File: config.mk
export PLATFORM = sky130hd
export DESIGN_NAME = mbe_ctrl
export DESIGN_NICKNAME = d
export VERILOG_FILES = /design/src/hw/rtl/mbe_pkg.sv /design/src/hw/rtl/mbe_ctrl.sv
export SDC_FILE = /design/constraint.sdc
export NUM_CORES = 1
export LEC_CHECK = 0
export BUFFER_PORTS_ARGS = -buffer_cell sky130_fd_sc_hd__buf_2
export CORE_AREA = 3 3 40 42
export DETAILED_ROUTE_END_ITERATION = 8
export DIE_AREA = 0 0 43 45
export PLACE_DENSITY_LB_ADDON = 0.2
export SLEW_MARGIN = 5
export SYNTH_ARGS = -nofsm -noshare
export SYNTH_HDL_FRONTEND = slang
export SYNTH_SLANG_ARGS = --single-unit
File: constraint.sdc
create_clock -name clock -period 1.7 [get_ports clock]
set_clock_uncertainty 0.2 [all_clocks]
set_input_delay 0.17 -clock clock [delete_from_list [all_inputs] [get_ports clock]]
set_output_delay 0.17 -clock clock [all_outputs]
set_load 0.02 [all_outputs]
File: src/hw/rtl/mbe_pkg.sv
// ----------------------------------------------------------------------------
// mbe_pkg
// Shared types and constants for the Mandelbrot escape-time unit: number
// formats, register map, controller states and the command and status
// groups between the controller and the datapath.
// ----------------------------------------------------------------------------
package mbe_pkg;

   // Number formats
   localparam int FRAC_BITS     = 28;                  // Q4.28 coordinates
   localparam int COORD_BITS    = 32;
   localparam int SPAN_BITS     = 31;
   localparam int PIX_BITS      = 12;
   localparam int DIM_BITS      = 13;
   localparam int MAX_DIM       = 4096;
   localparam int COUNT_BITS    = 16;
   localparam int QUO_BITS      = PIX_BITS + SPAN_BITS; // pixel * span
   localparam int MAP_BITS      = QUO_BITS + 2;         // mapped point before saturation
   localparam int Z_BITS        = FRAC_BITS + 3;        // |z| <= 2 inside the loop
   localparam int PROD_BITS     = 2 * Z_BITS;
   localparam int ORBIT_BITS    = FRAC_BITS + 8;        // new z before the bound test
   localparam int MAG_BITS      = 2 * FRAC_BITS + 4;    // |z|^2 in the product scale

   // Configuration port
   localparam int CSR_ADDR_BITS = 5;
   localparam int CSR_DATA_BITS = 32;

   // Register reset values
   localparam logic signed [COORD_BITS-1:0] CENTER_RE_RST = -32'sd134217728;
   localparam logic signed [COORD_BITS-1:0] CENTER_IM_RST = 32'sd0;
   localparam logic [SPAN_BITS-1:0]         SPAN_RE_RST   = 31'd805306368;
   localparam logic [SPAN_BITS-1:0]         SPAN_IM_RST   = 31'd536870912;
   localparam logic [DIM_BITS-1:0]          WIDTH_RST     = 13'd640;
   localparam logic [DIM_BITS-1:0]          HEIGHT_RST    = 13'd480;
   localparam logic [COUNT_BITS-1:0]        LIMIT_RST     = 16'd256;

   // Register map, one word per register
   typedef enum logic [2:0] {
      CSR_CENTER_RE  = 3'd0,
      CSR_CENTER_IM  = 3'd1,
      CSR_SPAN_RE    = 3'd2,
      CSR_SPAN_IM    = 3'd3,
      CSR_WIDTH      = 3'd4,
      CSR_HEIGHT     = 3'd5,
      CSR_ITER_LIMIT = 3'd6
   } csr_index_type;

   typedef struct packed {
      logic signed [COORD_BITS-1:0] center_re;
      logic signed [COORD_BITS-1:0] center_im;
      logic [SPAN_BITS-1:0]         span_re;
      logic [SPAN_BITS-1:0]         span_im;
      logic [DIM_BITS-1:0]          image_width;
      logic [DIM_BITS-1:0]          image_height;
      logic [COUNT_BITS-1:0]        iteration_limit;
   } cfg_type;

   typedef enum logic [2:0] {
      ST_IDLE,
      ST_DIV_RE_GO,
      ST_DIV_RE_WAIT,
      ST_DIV_IM_GO,
      ST_DIV_IM_WAIT,
      ST_MUL,
      ST_ADD,
      ST_DONE
   } state_type;

   // Controller to datapath
   typedef struct packed {
      logic load;       // take the pixel, form pixel * span
      logic div_start;  // start the serial divider
      logic div_sel;    // 0: real axis, 1: imaginary axis
      logic store_re;   // store real part of c
      logic store_im;   // store imaginary part of c, clear the orbit
      logic mul;        // form the three orbit products
      logic step;       // take the new z and bump the count
      logic finish;     // load the result register
   } cmd_type;

   // Datapath to controller
   typedef struct packed {
      logic div_done;
      logic limit_zero;
      logic mag_esc;    // |z|^2 > 4 on the current orbit point
      logic comp_esc;   // a component of the new z is beyond 2
      logic limit_hit;  // the count reaches the limit on this step
   } sts_type;

endpackage

File: src/hw/rtl/mbe_ctrl.sv
// ----------------------------------------------------------------------------
// mbe_ctrl
// Sequencer for one pixel: two divisions for the point mapping, then the
// multiply / add loop until escape or limit, then the result beat.
// ----------------------------------------------------------------------------
module mbe_ctrl (
   input  logic             clock,
   input  logic             reset,
   input  logic             req_valid,
   output logic             req_stall,
   output logic             rsp_valid,
   input  logic             rsp_stall,
   output mbe_pkg::cmd_type cmd,
   input  mbe_pkg::sts_type sts
);

   mbe_pkg::state_type state_ff, state_in;
   logic               rsp_valid_ff, rsp_valid_in;

   // Next state and commands
   always_comb begin
      state_in = state_ff;
      cmd      = '0;
      case (state_ff)
         mbe_pkg::ST_IDLE: begin
            if (req_valid) begin
               cmd.load = 1'b1;
               state_in = mbe_pkg::ST_DIV_RE_GO;
            end
         end
         mbe_pkg::ST_DIV_RE_GO: begin
            cmd.div_start = 1'b1;
            state_in      = mbe_pkg::ST_DIV_RE_WAIT;
         end
         mbe_pkg::ST_DIV_RE_WAIT: begin
            if (sts.div_done) begin
               cmd.store_re = 1'b1;
               state_in     = mbe_pkg::ST_DIV_IM_GO;
            end
         end
         mbe_pkg::ST_DIV_IM_GO: begin
            cmd.div_start = 1'b1;
            cmd.div_sel   = 1'b1;
            state_in      = mbe_pkg::ST_DIV_IM_WAIT;
         end
         mbe_pkg::ST_DIV_IM_WAIT: begin
            cmd.div_sel = 1'b1;
            if (sts.div_done) begin
               cmd.store_im = 1'b1;
               state_in     = sts.limit_zero ? mbe_pkg::ST_DONE : mbe_pkg::ST_MUL;
            end
         end
         mbe_pkg::ST_MUL: begin
            cmd.mul  = 1'b1;
            state_in = mbe_pkg::ST_ADD;
         end
         mbe_pkg::ST_ADD: begin
            // escape on magnitude keeps the count as it is
            if (sts.mag_esc) begin
               state_in = mbe_pkg::ST_DONE;
            end else begin
               cmd.step = 1'b1;
               state_in = (sts.limit_hit || sts.comp_esc) ? mbe_pkg::ST_DONE
                                                          : mbe_pkg::ST_MUL;
            end
         end
         mbe_pkg::ST_DONE: begin
            if (!rsp_valid_ff || !rsp_stall) begin
               cmd.finish = 1'b1;
               state_in   = mbe_pkg::ST_IDLE;
            end
         end
         default: begin
            state_in = mbe_pkg::ST_IDLE;
         end
      endcase
   end

   // Result beat: held until taken
   always_comb begin
      rsp_valid_in = rsp_valid_ff;
      if (cmd.finish) begin
         rsp_valid_in = 1'b1;
      end else if (!rsp_stall) begin
         rsp_valid_in = 1'b0;
      end
   end

   always_ff @(posedge clock) begin
      if (reset) begin
         state_ff     <= mbe_pkg::ST_IDLE;
         rsp_valid_ff <= 1'b0;
      end else begin
         state_ff     <= state_in;
         rsp_valid_ff <= rsp_valid_in;
      end
   end

   assign req_stall = state_ff != mbe_pkg::ST_IDLE;
   assign rsp_valid = rsp_valid_ff;

   // Checks
   a_accept_starts_map: assert property (@(posedge clock) disable iff (reset)
      (req_valid && !req_stall) |=> (state_ff == mbe_pkg::ST_DIV_RE_GO))
      else $error("accepted beat did not start the mapping");

   a_finish_only_free: assert property (@(posedge clock) disable iff (reset)
      cmd.finish |-> (!rsp_valid_ff || !rsp_stall))
      else $error("result overwritten while still waiting");

   a_finish_shows: assert property (@(posedge clock) disable iff (reset)
      cmd.finish |=> rsp_valid_ff)
      else $error("loaded result not presented");

   a_mul_then_add: assert property (@(posedge clock) disable iff (reset)
      (state_ff == mbe_pkg::ST_MUL) |=> (state_ff == mbe_pkg::ST_ADD))
      else $error("products not followed by orbit update");

endmodule

==> metrics.log <==
[metrics] global placer's final weighted congestion: 0.7140
[metrics] switching part of the total: 0.4296
[metrics] count of yosys warnings during synthesis: 0
[metrics] worst-case hold slack: 74.05 ps
[metrics] Total Routed Length: 795 µm
[metrics] final setup TNS: 0 ps
[metrics] most used flip-flop cell after synthesis: dfxtp_1
[metrics] pin count of the biggest net entering global routing: 11
[metrics] total standard cell area after synthesis: 309.0 µm²
[metrics] number of antenna violations at the first check in global routing: 0
[metrics] final number of max-transition violations: 0
[metrics] vias post-DR: 348
[metrics] clock slew at the register clock pins of the worst setup and hold paths: 40 ps
[metrics] most frequent cells after synthesis: nand2_1, nor2_1, a21oi_1, dfxtp_1
[metrics] die span in y: around 45 µm
[metrics] max-cap violations: 0
[metrics] number of nets with antenna violations after routing: 0
[metrics] cell type contributing the most total cell area after synthesis: dfxtp_1
[metrics] post-synthesis cell count: 43
[metrics] number of setup violations in the final report: 0
[metrics] Critical-path top delay cell: dfxtp_2
[metrics] die area: 1935 µm²
[metrics] global-route congestion overflow total: 0
[metrics] result of the run: finished clean
[metrics] minimum clock period after layout: approximately 1600 ps
[metrics] CP arrival: 1260 ps
[metrics] number of flops mapped to enable cells by yosys: 0
[metrics] leakage power: about 0.24 nW
[metrics] layout overhead on the synthesized area: 63.16%
[metrics] type of the worst min-delay path: input port to flop
[metrics] final number of hold-violating endpoints: 0
[metrics] maximum clock rate: 614.1 MHz
[metrics] Worst Tran Pin Value: 241.2 ps
[metrics] core box area: between 1000 and 1500 µm²
[metrics] worst slew margin relative to its limit: 0.8369
[metrics] Chip Width: 43 µm
[metrics] final HPWL from detailed placement: 611.7 µm
[metrics] clock share of power: 0.138
[metrics] Clock Root Buffer: clkbuf_4
[metrics] Avg WL per Cell: 10.06 µm
[metrics] critical path fanouts, max: 6
[metrics] list of cells traversed by the critical path: buf_6, or3_4, nor2_4, buf_6
[metrics] initial standard-cell utilization of the core: 0.2405
[metrics] Sequential cell area: 83.83 µm²
[metrics] power per cell area: about 1600 nW/µm²
[metrics] sequential cell area fraction in the yosys report: 0.2591
[metrics] maximum root-to-sink buffer count: 2
[metrics] number of buffer cells added on primary ports: 18
[metrics] worst path required time: around 1300 ps
[metrics] worst setup margin: 71.66 ps
[metrics] crit path capture type: output pin
[metrics] dpl ws: between 150 and 200 ps
[metrics] area occupied by multi-input gates: 234.0 µm²
[metrics] DRC: 0
[metrics] NetSw: 353.7 µW
[metrics] clock tree from TritonCTS: yes
[metrics] combined global-route utilization of all metal layers: 0.08479
[metrics] number of storage elements in the synthesis netlist: 4
[metrics] number of H-tree branching levels: 1
[metrics] maximum vdd drop: 0.0003857 V
[metrics] Post-synth ARST share: 0
[metrics] count of standard-cell rows: 13
[metrics] Critical Setup Path Class: flop to output pin
[metrics] DRC marker count from the first detailed-route iteration: 2
[metrics] clock buffer count from CTS: 3
[metrics] cells on worst reg2reg path: 4
[metrics] sequential share of power: 0.220
[metrics] TritonCTS Sinks: 4
[metrics] CP dominant cell by count: buf_6
[metrics] diodes inserted: 0
[metrics] Clock Latency Late Sink: 230 ps
[metrics] main area contributors after synthesis: dfxtp_1, nand2_1, a21oi_1
[metrics] largest incremental delay on the critical path: 340 ps
[metrics] TritonRoute pass-1 iters: 3
[metrics] crit path launch type: flop
[metrics] count of boundary I/O pins: 19
[metrics] share of layout cells above drive strength 1: 0.5625
[metrics] vias in the first global route: ~310
[metrics] detailed-route vias per instance: 4.405
[metrics] internal power of the cells: 469.7 µW
[metrics] net count of the mapped netlist: 52
[metrics] Synth Area per Inst: 7.187 µm²
[metrics] Final Net Count: 75
[metrics] Final Cycle Share: 0.9578
[metrics] proportion of netlist area held by the largest area contributor: 0.2591
[metrics] number of distinct library cells after synthesis: 22
[metrics] FILL cells: 144
[metrics] RSZ-0062 raised after global routing: no
[metrics] most frequently used cell type in the post-synthesis netlist: nand2_1
[metrics] share of power burned in combinational logic: 0.641
[metrics] global-route wire length before repair: about 1200 µm
[metrics] WHS Path Cells: 3
sequential cells by signal, summed over array words and instances (netlist names):
signal / cells
state_ff: 3
rsp_valid: 1
cell type report:
cell class,count,area share
Timing Repair Buffer,22,0.2730
Tap cell,15,0.03722
Inverter,2,0.01489
Multi-Input combinational cell,33,0.4640
Clock buffer,3,0.04466
Sequential cell,4,0.1663
stage by stage:
step / cells / power [mW] / utilization / cell area (µm²)
floorplan: 43 / 0.4826 / - / 309.0
global placement: 75 / 0.6125 / 0.3262 / 419.2
detailed placement: 75 / 0.6147 / 0.3262 / 419.2
CTS: 79 / 0.7512 / 0.3593 / 461.7
global route: 79 / 0.9012 / 0.3924 / 504.2
finish: 79 / 0.8234 / 0.3924 / 504.2
path summary, 6_finish.rpt:
| kind | slack, ps | endpoint | startpoint |
|---|---|---|---|
| worst max register to register | 190 | state_ff[0]$_SDFFE_PP0P_ | state_ff[1]$_SDFFE_PP0P_ |
| worst min register to register | 340 | rsp_valid$_SDFFE_PP0P_ | rsp_valid$_SDFFE_PP0P_ |
| worst max-delay path | 70 | cmd[7] | state_ff[1]$_SDFFE_PP0P_ |
| worst min-delay path | 70 | rsp_valid$_SDFFE_PP0P_ | rsp_stall |
what timing repair did:
item	4_1_cts	5_1_grt
gates resized for setup	4	11
pin swaps	2	1
endpoints found under the setup margin	2	4
setup buffers	0	0
endpoints found under the hold margin	2	0
hold buffers	1	0
per-layer routing:
| layer | GRT usage | part of all wire |
|---|---|---|
| met3 | 0.02390 | 0.065 |
| met4 | 0.05422 | 0 |
| met2 | 0.1407 | 0.50 |
| met1 | 0.09592 | 0.44 |
| met5 | 0 | 0 |
worst max-delay path: cells and delay by family, from the launching register on:
kind	cells	cell delay, ps
buf+inv	2	260
flops	1	340
simple gates	2	430
power groups by stage:
stage | Clock [mW] | Sequential, mW | Combinational, mW
2_1_floorplan | 0 | 0.141 | 0.341
3_3_place_gp | 0 | 0.172 | 0.440
3_5_place_dp | 0 | 0.174 | 0.441
4_1_cts | 0.120 | 0.177 | 0.455
5_1_grt | 0.123 | 0.193 | 0.585
6_report | 0.114 | 0.181 | 0.528
cells in the final DEF (no fill, tap or decap), types with 2 or more instances in the layout:
cell type and n:
nand2_1 6, buf_6 2, inv_1 2, nor2b_1 2, nor2_1 4, buf_4 4, nor3b_2 2, mux2i_1 2
a21oi_1 3, clkbuf_4 3, dfxtp_2 3, buf_2 15
kinds of logic (layout without fill, tap and decap cells):
family / count (synthesis) / in the layout / share of synthesized area
flops: 4 / 4 / 0.2591
buf+inv: 6 / 27 / 0.09313
compound gates: 8 / 8 / 0.1700
mux: 3 / 3 / 0.1133
simple gates: 22 / 22 / 0.3643
(Power assumes the default switching activity.)
